<file path="config.mk">
export PLATFORM = sky130hd
export DESIGN_NAME = ascii_crc_frame_checker_unit_flat
export DESIGN_NICKNAME = d
export VERILOG_FILES = /design/src/rtl/acfc_pkg.sv /design/src/rtl/acfc_rx_if.sv /design/src/rtl/acfc_res_if.sv /design/src/rtl/ascii_crc_frame_checker_unit.sv /design/src/flat_wrapper.sv
export SDC_FILE = /design/constraint.sdc
export NUM_CORES = 1
export LEC_CHECK = 0
export ABC_AREA = 1
export ABC_CLOCK_PERIOD_IN_PS = 5100
export BUFFER_PORTS_ARGS = -buffer_cell sky130_fd_sc_hd__buf_2
export CORE_MARGIN = 8
export CORE_UTILIZATION = 45
export DETAILED_ROUTE_END_ITERATION = 12
export PLACE_DENSITY = 0.62
export REMOVE_ABC_BUFFERS = 1
export SLEW_MARGIN = 20
export SYNTH_ARGS = -nofsm -noshare
export SYNTH_HDL_FRONTEND = slang
export SYNTH_SLANG_ARGS = --single-unit
</file>
<file path="constraint.sdc">
create_clock -name i_clk -period 5.1 [get_ports i_clk]
set_clock_uncertainty 0.2 [all_clocks]
set_input_delay 1.02 -clock i_clk [delete_from_list [all_inputs] [get_ports i_clk]]
set_output_delay 1.02 -clock i_clk [all_outputs]
set_load 0.02 [all_outputs]
</file>
<file path="src/rtl/acfc_pkg.sv">
// Types, constants and the CRC byte update of the frame checker.
`default_nettype none
package acfc_pkg;

    localparam logic [7:0]  STX_CODE   = 8'h02;
    localparam logic [7:0]  ASCII_ZERO = 8'h30;
    localparam logic [7:0]  ASCII_NINE = 8'h39;
    localparam logic [15:0] CRC_POLY   = 16'h1021;
    localparam logic [15:0] CRC_TOP    = 16'h8000;
    localparam logic [7:0]  BYTE_TOP   = 8'h80;
    localparam logic [2:0]  LEN_DIGITS = 3'd4;
    localparam logic [2:0]  CRC_DIGITS = 3'd5;

    typedef enum logic [1:0] {
        V_OK        = 2'd0,
        V_NO_STX    = 2'd1,
        V_BAD_DIGIT = 2'd2,
        V_MISMATCH  = 2'd3
    } t_verdict;

    typedef enum logic [4:0] {
        PH_IDLE = 5'b00001,
        PH_STX  = 5'b00010,
        PH_LEN  = 5'b00100,
        PH_MSG  = 5'b01000,
        PH_CRC  = 5'b10000
    } t_phase;

    typedef struct packed {
        logic       out_kind;
        logic [7:0] payload_byte;
        t_verdict   verdict;
        logic [13:0] msg_length;
        logic       frame_done;
    } t_result;

    // Shift one byte into the CRC, MSB first, no augmentation.
    function automatic logic [15:0] crc_feed(input logic [15:0] crc, input logic [7:0] b);
        logic [15:0] c;
        logic [7:0]  m;
        c = crc;
        m = BYTE_TOP;
        for (int k = 0; k < 8; k++) begin
            if ((c & CRC_TOP) != 16'd0) begin
                c = {c[14:0], ((b & m) != 8'd0)} ^ CRC_POLY;
            end else begin
                c = {c[14:0], ((b & m) != 8'd0)};
            end
            m = m >> 1;
        end
        return c;
    endfunction

    function automatic logic is_digit(input logic [7:0] b);
        return (b >= ASCII_ZERO) && (b <= ASCII_NINE);
    endfunction

endpackage
`default_nettype wire

</file>
<file path="src/rtl/acfc_rx_if.sv">
// Valid/ready channel carrying received bytes into the checker.
`default_nettype none
interface acfc_rx_if;
    logic       valid;
    logic       ready;
    logic [7:0] rx_byte;
    logic       frame_start;

    modport source (output valid, output rx_byte, output frame_start, input ready);
    modport sink   (input valid, input rx_byte, input frame_start, output ready);
endinterface
`default_nettype wire

</file>
<file path="src/rtl/acfc_res_if.sv">
// Valid/ready channel carrying forwarded bytes and verdicts out of the checker.
`default_nettype none
interface acfc_res_if;
    logic        valid;
    logic        ready;
    logic        out_kind;
    logic [7:0]  payload_byte;
    logic [1:0]  verdict;
    logic [13:0] msg_length;
    logic        frame_done;

    modport source (output valid, output out_kind, output payload_byte, output verdict,
                    output msg_length, output frame_done, input ready);
    modport sink   (input valid, input out_kind, input payload_byte, input verdict,
                    input msg_length, input frame_done, output ready);
endinterface
`default_nettype wire

</file>
<file path="src/rtl/ascii_crc_frame_checker_unit.sv">
// Top level of the STX / ASCII length / CRC-16 reply frame checker.
//
// Usage:
//   i_rx  : one received byte per transaction, frame_start high on the first
//           byte of each reply (status byte or STX, see skip register).
//   o_res : forwarded message bytes (out_kind 0) and at most one verdict per
//           frame (out_kind 1, frame_done 1) carrying ok / missing STX / bad
//           digit / CRC mismatch and the decoded length.
//   i_cfg_we / i_cfg_wdata : skip_leading_byte, write only while idle.
// Each result is registered in the result buffer as its byte is taken.
// Throughput: one byte per cycle while i_rx.ready is high; the CRC byte
//   update and decimal digit accumulate sit in a single combinational pass
//   between the state registers and the two-entry result buffer.
// Stall: the result buffer holds two transactions, so a byte is still taken
//   while one result waits; i_rx.ready drops only when both entries are full.
// Reset: synchronous, active low; phase returns to idle, the buffer empties
//   and skip_leading_byte returns to 1.
`default_nettype none
module ascii_crc_frame_checker_unit (
    input  wire logic  i_clk,
    input  wire logic  i_rst_n,
    input  wire logic  i_cfg_we,
    input  wire logic  i_cfg_wdata,
    acfc_rx_if.sink    i_rx,
    acfc_res_if.source o_res
);

    // Frame state
    acfc_pkg::t_phase r_phase, n_phase;
    logic [2:0]       r_dcnt, n_dcnt;
    logic [13:0]      r_len, n_len;
    logic [13:0]      r_left, n_left;
    logic [15:0]      r_crc, n_crc;
    logic [16:0]      r_rcrc, n_rcrc;
    acfc_pkg::t_verdict r_err, n_err;
    logic             r_skip;

    // Two-entry result buffer; entry 0 faces the output
    acfc_pkg::t_result r_slot0, n_slot0, r_slot1, n_slot1;
    logic [1:0]        r_cnt, n_cnt;

    logic              in_fire, pop, push;
    logic [1:0]        cnt_after_pop;
    acfc_pkg::t_result res;

    assign i_rx.ready = (r_cnt != 2'd2);
    assign in_fire    = i_rx.valid && i_rx.ready;
    assign pop        = o_res.valid && o_res.ready;

    assign o_res.valid        = (r_cnt != 2'd0);
    assign o_res.out_kind     = r_slot0.out_kind;
    assign o_res.payload_byte = r_slot0.payload_byte;
    assign o_res.verdict      = r_slot0.verdict;
    assign o_res.msg_length   = r_slot0.msg_length;
    assign o_res.frame_done   = r_slot0.frame_done;

    // Frame parsing: one byte per pass
    always_comb begin
        logic [7:0]  b;
        logic [2:0]  dc_inc;
        logic [13:0] len_acc;
        logic [16:0] rc_acc;
        acfc_pkg::t_phase ph;

        b       = i_rx.rx_byte;
        n_phase = r_phase;
        n_dcnt  = r_dcnt;
        n_len   = r_len;
        n_left  = r_left;
        n_crc   = r_crc;
        n_rcrc  = r_rcrc;
        n_err   = r_err;
        push    = 1'b0;
        res     = '{out_kind: 1'b1, payload_byte: 8'd0, verdict: acfc_pkg::V_OK,
                    msg_length: 14'd0, frame_done: 1'b1};
        ph      = r_phase;
        dc_inc  = 3'd0;
        len_acc = 14'd0;
        rc_acc  = 17'd0;

        if (in_fire) begin
            // Restart on frame_start; the start byte itself may be a status byte
            if (i_rx.frame_start) begin
                n_dcnt  = 3'd0;
                n_len   = 14'd0;
                n_left  = 14'd0;
                n_crc   = 16'd0;
                n_rcrc  = 17'd0;
                n_err   = acfc_pkg::V_OK;
                n_phase = acfc_pkg::PH_STX;
                ph      = r_skip ? acfc_pkg::PH_IDLE : acfc_pkg::PH_STX;
            end

            dc_inc  = n_dcnt + 3'd1;
            len_acc = {n_len[10:0], 3'b000} + {n_len[12:0], 1'b0} + {10'd0, b[3:0]};
            rc_acc  = {n_rcrc[13:0], 3'b000} + {n_rcrc[15:0], 1'b0} + {13'd0, b[3:0]};

            unique case (ph)
                acfc_pkg::PH_IDLE: begin
                    // stray byte or skipped status byte: drop it
                end
                acfc_pkg::PH_STX: begin
                    if (b != acfc_pkg::STX_CODE) begin
                        push        = 1'b1;
                        res.verdict = acfc_pkg::V_NO_STX;
                        n_phase     = acfc_pkg::PH_IDLE;
                    end else begin
                        n_phase = acfc_pkg::PH_LEN;
                    end
                end
                acfc_pkg::PH_LEN: begin
                    if (!acfc_pkg::is_digit(b)) begin
                        push        = 1'b1;
                        res.verdict = acfc_pkg::V_BAD_DIGIT;
                        n_phase     = acfc_pkg::PH_IDLE;
                    end else begin
                        n_crc = acfc_pkg::crc_feed(n_crc, b);
                        n_len = len_acc;
                        if (dc_inc == acfc_pkg::LEN_DIGITS) begin
                            n_dcnt  = 3'd0;
                            n_left  = len_acc;
                            n_phase = (len_acc == 14'd0) ? acfc_pkg::PH_CRC
                                                         : acfc_pkg::PH_MSG;
                        end else begin
                            n_dcnt = dc_inc;
                        end
                    end
                end
                acfc_pkg::PH_MSG: begin
                    n_crc  = acfc_pkg::crc_feed(n_crc, b);
                    n_left = n_left - 14'd1;
                    if (n_left == 14'd0) begin
                        n_phase = acfc_pkg::PH_CRC;
                    end
                    push   = 1'b1;
                    res    = '{out_kind: 1'b0, payload_byte: b, verdict: acfc_pkg::V_OK,
                               msg_length: n_len, frame_done: 1'b0};
                end
                acfc_pkg::PH_CRC: begin
                    if (acfc_pkg::is_digit(b)) begin
                        n_rcrc = rc_acc;
                    end else begin
                        n_err = acfc_pkg::V_BAD_DIGIT;
                    end
                    if (dc_inc == acfc_pkg::CRC_DIGITS) begin
                        n_dcnt         = 3'd0;
                        push           = 1'b1;
                        res.msg_length = n_len;
                        n_phase        = acfc_pkg::PH_IDLE;
                        priority if (n_err != acfc_pkg::V_OK) begin
                            res.verdict = n_err;
                        end else if (n_rcrc[16] || (n_rcrc[15:0] != n_crc)) begin
                            res.verdict = acfc_pkg::V_MISMATCH;
                        end else begin
                            res.verdict = acfc_pkg::V_OK;
                        end
                    end else begin
                        n_dcnt = dc_inc;
                    end
                end
                default: begin
                    n_phase = acfc_pkg::PH_IDLE;
                end
            endcase
        end
    end

    // Result buffer: shift on pop, then fill the first free entry
    always_comb begin
        cnt_after_pop = r_cnt - {1'b0, pop};
        n_slot0       = pop ? r_slot1 : r_slot0;
        n_slot1       = r_slot1;
        if (push) begin
            if (cnt_after_pop[0]) begin
                n_slot1 = res;
            end else begin
                n_slot0 = res;
            end
        end
        n_cnt = cnt_after_pop + {1'b0, push};
    end

    always_ff @(posedge i_clk) begin
        if (!i_rst_n) begin
            r_phase <= acfc_pkg::PH_IDLE;
            r_dcnt  <= 3'd0;
            r_len   <= 14'd0;
            r_left  <= 14'd0;
            r_crc   <= 16'd0;
            r_rcrc  <= 17'd0;
            r_err   <= acfc_pkg::V_OK;
            r_skip  <= 1'b1;
            r_cnt   <= 2'd0;
        end else begin
            r_phase <= n_phase;
            r_dcnt  <= n_dcnt;
            r_len   <= n_len;
            r_left  <= n_left;
            r_crc   <= n_crc;
            r_rcrc  <= n_rcrc;
            r_err   <= n_err;
            r_cnt   <= n_cnt;
            if (i_cfg_we) begin
                r_skip <= i_cfg_wdata;
            end
        end
    end

    always_ff @(posedge i_clk) begin
        r_slot0 <= n_slot0;
        r_slot1 <= n_slot1;
    end

endmodule
`default_nettype wire

</file>
<file path="src/flat_wrapper.sv">
// flat-port wrapper written by rule: the top's interface ports become plain ports
module ascii_crc_frame_checker_unit_flat 
  (i_clk, i_rst_n, i_cfg_we, i_cfg_wdata, i_rx_valid, i_rx_rx_byte, i_rx_frame_start, i_rx_ready, o_res_valid, o_res_out_kind, o_res_payload_byte, o_res_verdict, o_res_msg_length, o_res_frame_done, o_res_ready);
  acfc_rx_if i_rx_i ();
  acfc_res_if o_res_i ();
  input  wire logic i_clk;
  input  wire logic i_rst_n;
  input  wire logic i_cfg_we;
  input  wire logic i_cfg_wdata;
  input wire logic [$bits(i_rx_i.valid)-1:0] i_rx_valid;
  input wire logic [$bits(i_rx_i.rx_byte)-1:0] i_rx_rx_byte;
  input wire logic [$bits(i_rx_i.frame_start)-1:0] i_rx_frame_start;
  output wire logic [$bits(i_rx_i.ready)-1:0] i_rx_ready;
  output wire logic [$bits(o_res_i.valid)-1:0] o_res_valid;
  output wire logic [$bits(o_res_i.out_kind)-1:0] o_res_out_kind;
  output wire logic [$bits(o_res_i.payload_byte)-1:0] o_res_payload_byte;
  output wire logic [$bits(o_res_i.verdict)-1:0] o_res_verdict;
  output wire logic [$bits(o_res_i.msg_length)-1:0] o_res_msg_length;
  output wire logic [$bits(o_res_i.frame_done)-1:0] o_res_frame_done;
  input wire logic [$bits(o_res_i.ready)-1:0] o_res_ready;
  assign i_rx_i.valid = i_rx_valid;
  assign i_rx_i.rx_byte = i_rx_rx_byte;
  assign i_rx_i.frame_start = i_rx_frame_start;
  assign i_rx_ready = i_rx_i.ready;
  assign o_res_valid = o_res_i.valid;
  assign o_res_out_kind = o_res_i.out_kind;
  assign o_res_payload_byte = o_res_i.payload_byte;
  assign o_res_verdict = o_res_i.verdict;
  assign o_res_msg_length = o_res_i.msg_length;
  assign o_res_frame_done = o_res_i.frame_done;
  assign o_res_i.ready = o_res_ready;
  ascii_crc_frame_checker_unit u_core (.i_clk(i_clk), .i_rst_n(i_rst_n), .i_cfg_we(i_cfg_we), .i_cfg_wdata(i_cfg_wdata), .i_rx(i_rx_i), .o_res(o_res_i));
endmodule
</file>
==> results.txt <==
----------------------------------------------------
[Status]
  Result of the run ... finished clean

[Timing]
  Highest achievable clock rate ... between 200 and 250 MHz
  Final worst setup slack ... approximately 0.92 ns
  Hold Fails Final Rpt ... 0
  Unrepaired setup endpoints after global routing ... false
  Remaining max-slew budget at the tightest pin ... 0.442
  Shortest clock period the worst path allows after layout ... 4.18 ns
  Final max-slew violation count ... 0
  Worst-Margin Slew ... 0.836 ns
  Finish-stage setup viols ... 0
  Post-route fraction of the period consumed by the critical path ... 0.819
  Total negative slack for setup checks ... 0 ns

[CTS]
  Max H-tree Level ... 4
  CTS tree ... yes
  Clock slew at reported path FFs ... 0.06 ns
  TritonCTS buffer count ... 17
  Cts hold-fix bufs ... 0
  CTS root buf ... clkbuf_16
  Resized cells post-CTS ... 0
  Insertion delay of the later-clocked pin in the worst-skew pair ... 0.42 ns
  Number of post-CTS setup repair buffers ... 0
  Clock Path Buffers ... 2
  Number of sinks driven by the clock tree ... between 100 and 150

[Placed design]
  Number of buffers inserted by port buffering ... 42
  DP HPWL ... about 19000 um
  Worst setup slack after placement ... 0.516 ns
  Routability cong. ... around 0.9

[Worst setup path]
  WS Path Type ... input pin to flip-flop
  Number of cells on the worst reg-to-reg path ... 18
  Worst path slowest cell ... fa_1
  Cell class contributing the biggest share of worst-path delay ... simple AND/OR/NAND/NOR gates
  Sort of element at the start of the critical path ... input pin
  Worst path arrival time ... slightly above 4 ns
  Critical Path RT ... 5.05 ns
  Number of logic stages on the critical path including buffering ... 24
  Cells traversed along the worst timing path ... buf_2, inv_6, nand2_1, inv_1, ha_1, ha_1, inv_1, fa_1, inv_1, nand3_1, nand2_1, nand2_1, nand2_1, nand2_1, nand3_1, nand2_1, nand2_1, nand2_1, nor2_1, nand2_1, nor2_1, nand4_1, nand2_1, a21oi_1
  Count of buffer and inverter cells on the critical path ... 5
  Largest stage delay on the critical path ... 0.39 ns
  Setup crit end kind ... flip-flop
  Most common cell on crit path ... nand2_1
  Maximum net fanout on the critical path ... 19

[Synth]
  Unique cell type count in the Yosys netlist ... 52
  Warnings, synthesis ... 0
  Share of synthesized registers carrying an async set or reset ... 0
  Synthesized-area fraction occupied by adder cells ... 0.0834
  Count of flip-flops with a built-in enable after synthesis ... 25
  Post-synthesis xor/xnor area fraction ... 0.0424
  Synth Register Bits ... 125
  Avg Synthesized Cell Area ... a little under 7 um^2
  Main combinational cell family by area after synthesis ... simple AND/OR/NAND/NOR gates
  Cell area after technology mapping ... 9270 um^2
  Simple-gate portion of the synthesized area ... 0.284
  Synthesized-area fraction occupied by ao, oa, aoi and oai cells ... 0.172
  Share of cell area taken by muxes after synthesis ... 0.00864
  Fraction of the yosys area taken by sequential cells ... 0.297
  Post-synthesis cell count ... 1371
  Primary FF master, synth ... dfxtp_1

[Floorplan]
  Number of top-level pins ... 43
  Starting utilization of the core area ... 0.458
  FP Rows ... 52
  Full die area ... 25400 um^2
  Horiz. Die Dim ... 160 um
  Core region area ... 20200 um^2
  Die Span Y ... 160 um

[Hold path]
  Number of cells traversed by the worst hold path ... 2
  Worst hold path class ... flip-flop to flip-flop

[Cells and area]
  Layout cells sized above 1 ... 0.106
  Antenna fix cells ... 0
  Final net count ... between 1000 and 1500
  Filler Cell Count ... 2073
  Register area ... 2750 um^2
  Top library cells by usage in the layout, fill and taps aside ... 343 x nand2_1, 187 x inv_1, 108 x nor2_1, 103 x a21oi_1, 100 x dfxtp_1
  Core Util, Final ... 0.506
  Multi-input gate area in the final layout ... between 5000 and 6000 um^2
  Commonest non-fill, non-tap cell in the layout ... nand2_1
  Synth-to-Final Area Change ... 10.5%

[Job]
  Total of max-cap violations ... 0

[Route]
  Total length of routed wires ... about 26000 um
  Count of vias placed by the detailed router ... 8840
  Router iterations before antenna repair ... 5
  Drt wl/cell ... 15.7 um
  Number of DRC markers after the initial detailed-route iteration ... 698
  Number of DRC violations after detailed routing ... 0
  Count of antenna-violating nets left after detailed routing ... 0
  Via/cell ratio ... between 5 and 6

[Global routing]
  All-layer global routing usage ... 0.205
  Grt ovf ... 0
  Antenna violations before repair ... 0
  Maximum number of pins on one net before global-route repair ... 52
  Number of global-route vias before repair ... 8289
  Wire length of the first global-routing pass ... 43300 um

[Power and ir drop]
  Leakage component of the power ... 0.00492 uW
  Power Dens Cells ... 358 nW/um^2
  Peak supply drop ... roughly 0.21 mV

----------------------------------------------------
tightest hold or removal path, delay by kind of cell (launching register included):
| family | cells | cell delay (ns) |
|---|---|---|
| buffers and inverters | 1 | 0.06 |
| DFF | 1 | 0.30 |
| AOI/OAI and AO/OA | 1 | 0.06 |
metal layers:
metal,vias up,track usage,wire [um]
met5,-,0,0
met3,31,0.0313,1580
met4,0,0.0515,360
met2,271,0.318,11300
met1,4003,0.291,13100
li1,4535,-,-
registers in the layout, summed over array words and instances, names as in the netlist, 3 cells and up:
name and count:
u_core.r_phase 5, u_core.r_crc 16, u_core.r_len 14, u_core.r_dcnt 3, u_core.r_slot1 25, u_core.o_res.msg_length 14
u_core.r_rcrc 17, u_core.r_left 14, u_core.o_res.payload_byte 8
cells in the mapped netlist, types with 2 or more instances:
library cell / count / share of area
nand2_1: 344 / 0.14
inv_1: 187 / 0.076
nor2_1: 108 / 0.044
a21oi_1: 103 / 0.056
dfxtp_1: 100 / 0.22
o21ai_0: 80 / 0.043
nand3_1: 62 / 0.033
ha_1: 57 / 0.077
clkbuf_1: 30 / 0.012
xor2_1: 30 / 0.028
a31oi_1: 26 / 0.018
edfxtp_1: 25 / 0.081
nand4_1: 17 / 0.011
o211ai_1: 17 / 0.014
nor2_2: 16 / 0.011
o21ai_1: 16 / 0.0086
inv_2: 14 / 0.0057
nor3_1: 13 / 0.0070
xnor2_1: 13 / 0.012
buf_2: 10 / 0.0054
a211oi_1: 8 / 0.0065
mux2i_1: 8 / 0.0086
nand2_2: 7 / 0.0047
nand3b_1: 7 / 0.0057
buf_6: 6 / 0.0073
nor3_4: 6 / 0.011
o221ai_1: 6 / 0.0057
a221oi_1: 5 / 0.0047
nand2_4: 5 / 0.0061
nor2_4: 5 / 0.0061
o22ai_1: 5 / 0.0034
o21bai_1: 4 / 0.0032
a22oi_1: 3 / 0.0024
buf_1: 3 / 0.0012
buf_4: 3 / 0.0024
fa_1: 3 / 0.0065
and2_1: 2 / 0.0013
nor4_1: 2 / 0.0013
or2_2: 2 / 0.0013
final timing paths:
path                         start                  to  slack (ns)
setup reg to reg  u_core.r_rcrc[3]  u_core.r_slot1[15]        1.64
hold / removal     u_core.r_len[0]     u_core.r_len[0]        0.26
setup / recovery  i_rx_frame_start  u_core.r_slot1[15]        0.92
hold reg to reg    u_core.r_len[0]     u_core.r_len[0]        0.26
per-stage QoR:
step | instances | power (uW) | hold WS [ns] | instance area (um^2)
finish | 1675 | 3670 | 0.261 | 10200
global route | 1675 | 3900 | 0.287 | 10200
CTS | 1675 | 3680 | 0.264 | 10200
detailed placement | 1643 | 2500 | 0.253 | 9670
global placement | 1643 | 2490 | 0.244 | 9670
floorplan | 1319 | 2130 | 0.230 | 9000
kinds of logic after synthesis:
family,Yosys count
simple gates,597
buf+inv,257
xor+xnor,44
mux,8
compound gates,280
fa+ha+maj,60
flops,125
report_power, final:
group | internal (uW) | total [uW] | switching [uW]
sequential | 1190 | 1270 | 80.1
clock | 647 | 1180 | 536
combinational | 409 | 1210 | 800
total | 2250 | 3670 | 1420
area by class of cell:
type,count,share of cell area
well taps,270,0.0330
flip-flops and latches,125,0.269
multi-input cells,989,0.535
clock buffers,17,0.0415
inverters,205,0.0760
clock inverters,15,0.0139
repair buffers,54,0.0318
No activity file was read; power rests on OpenSTA's default activity.
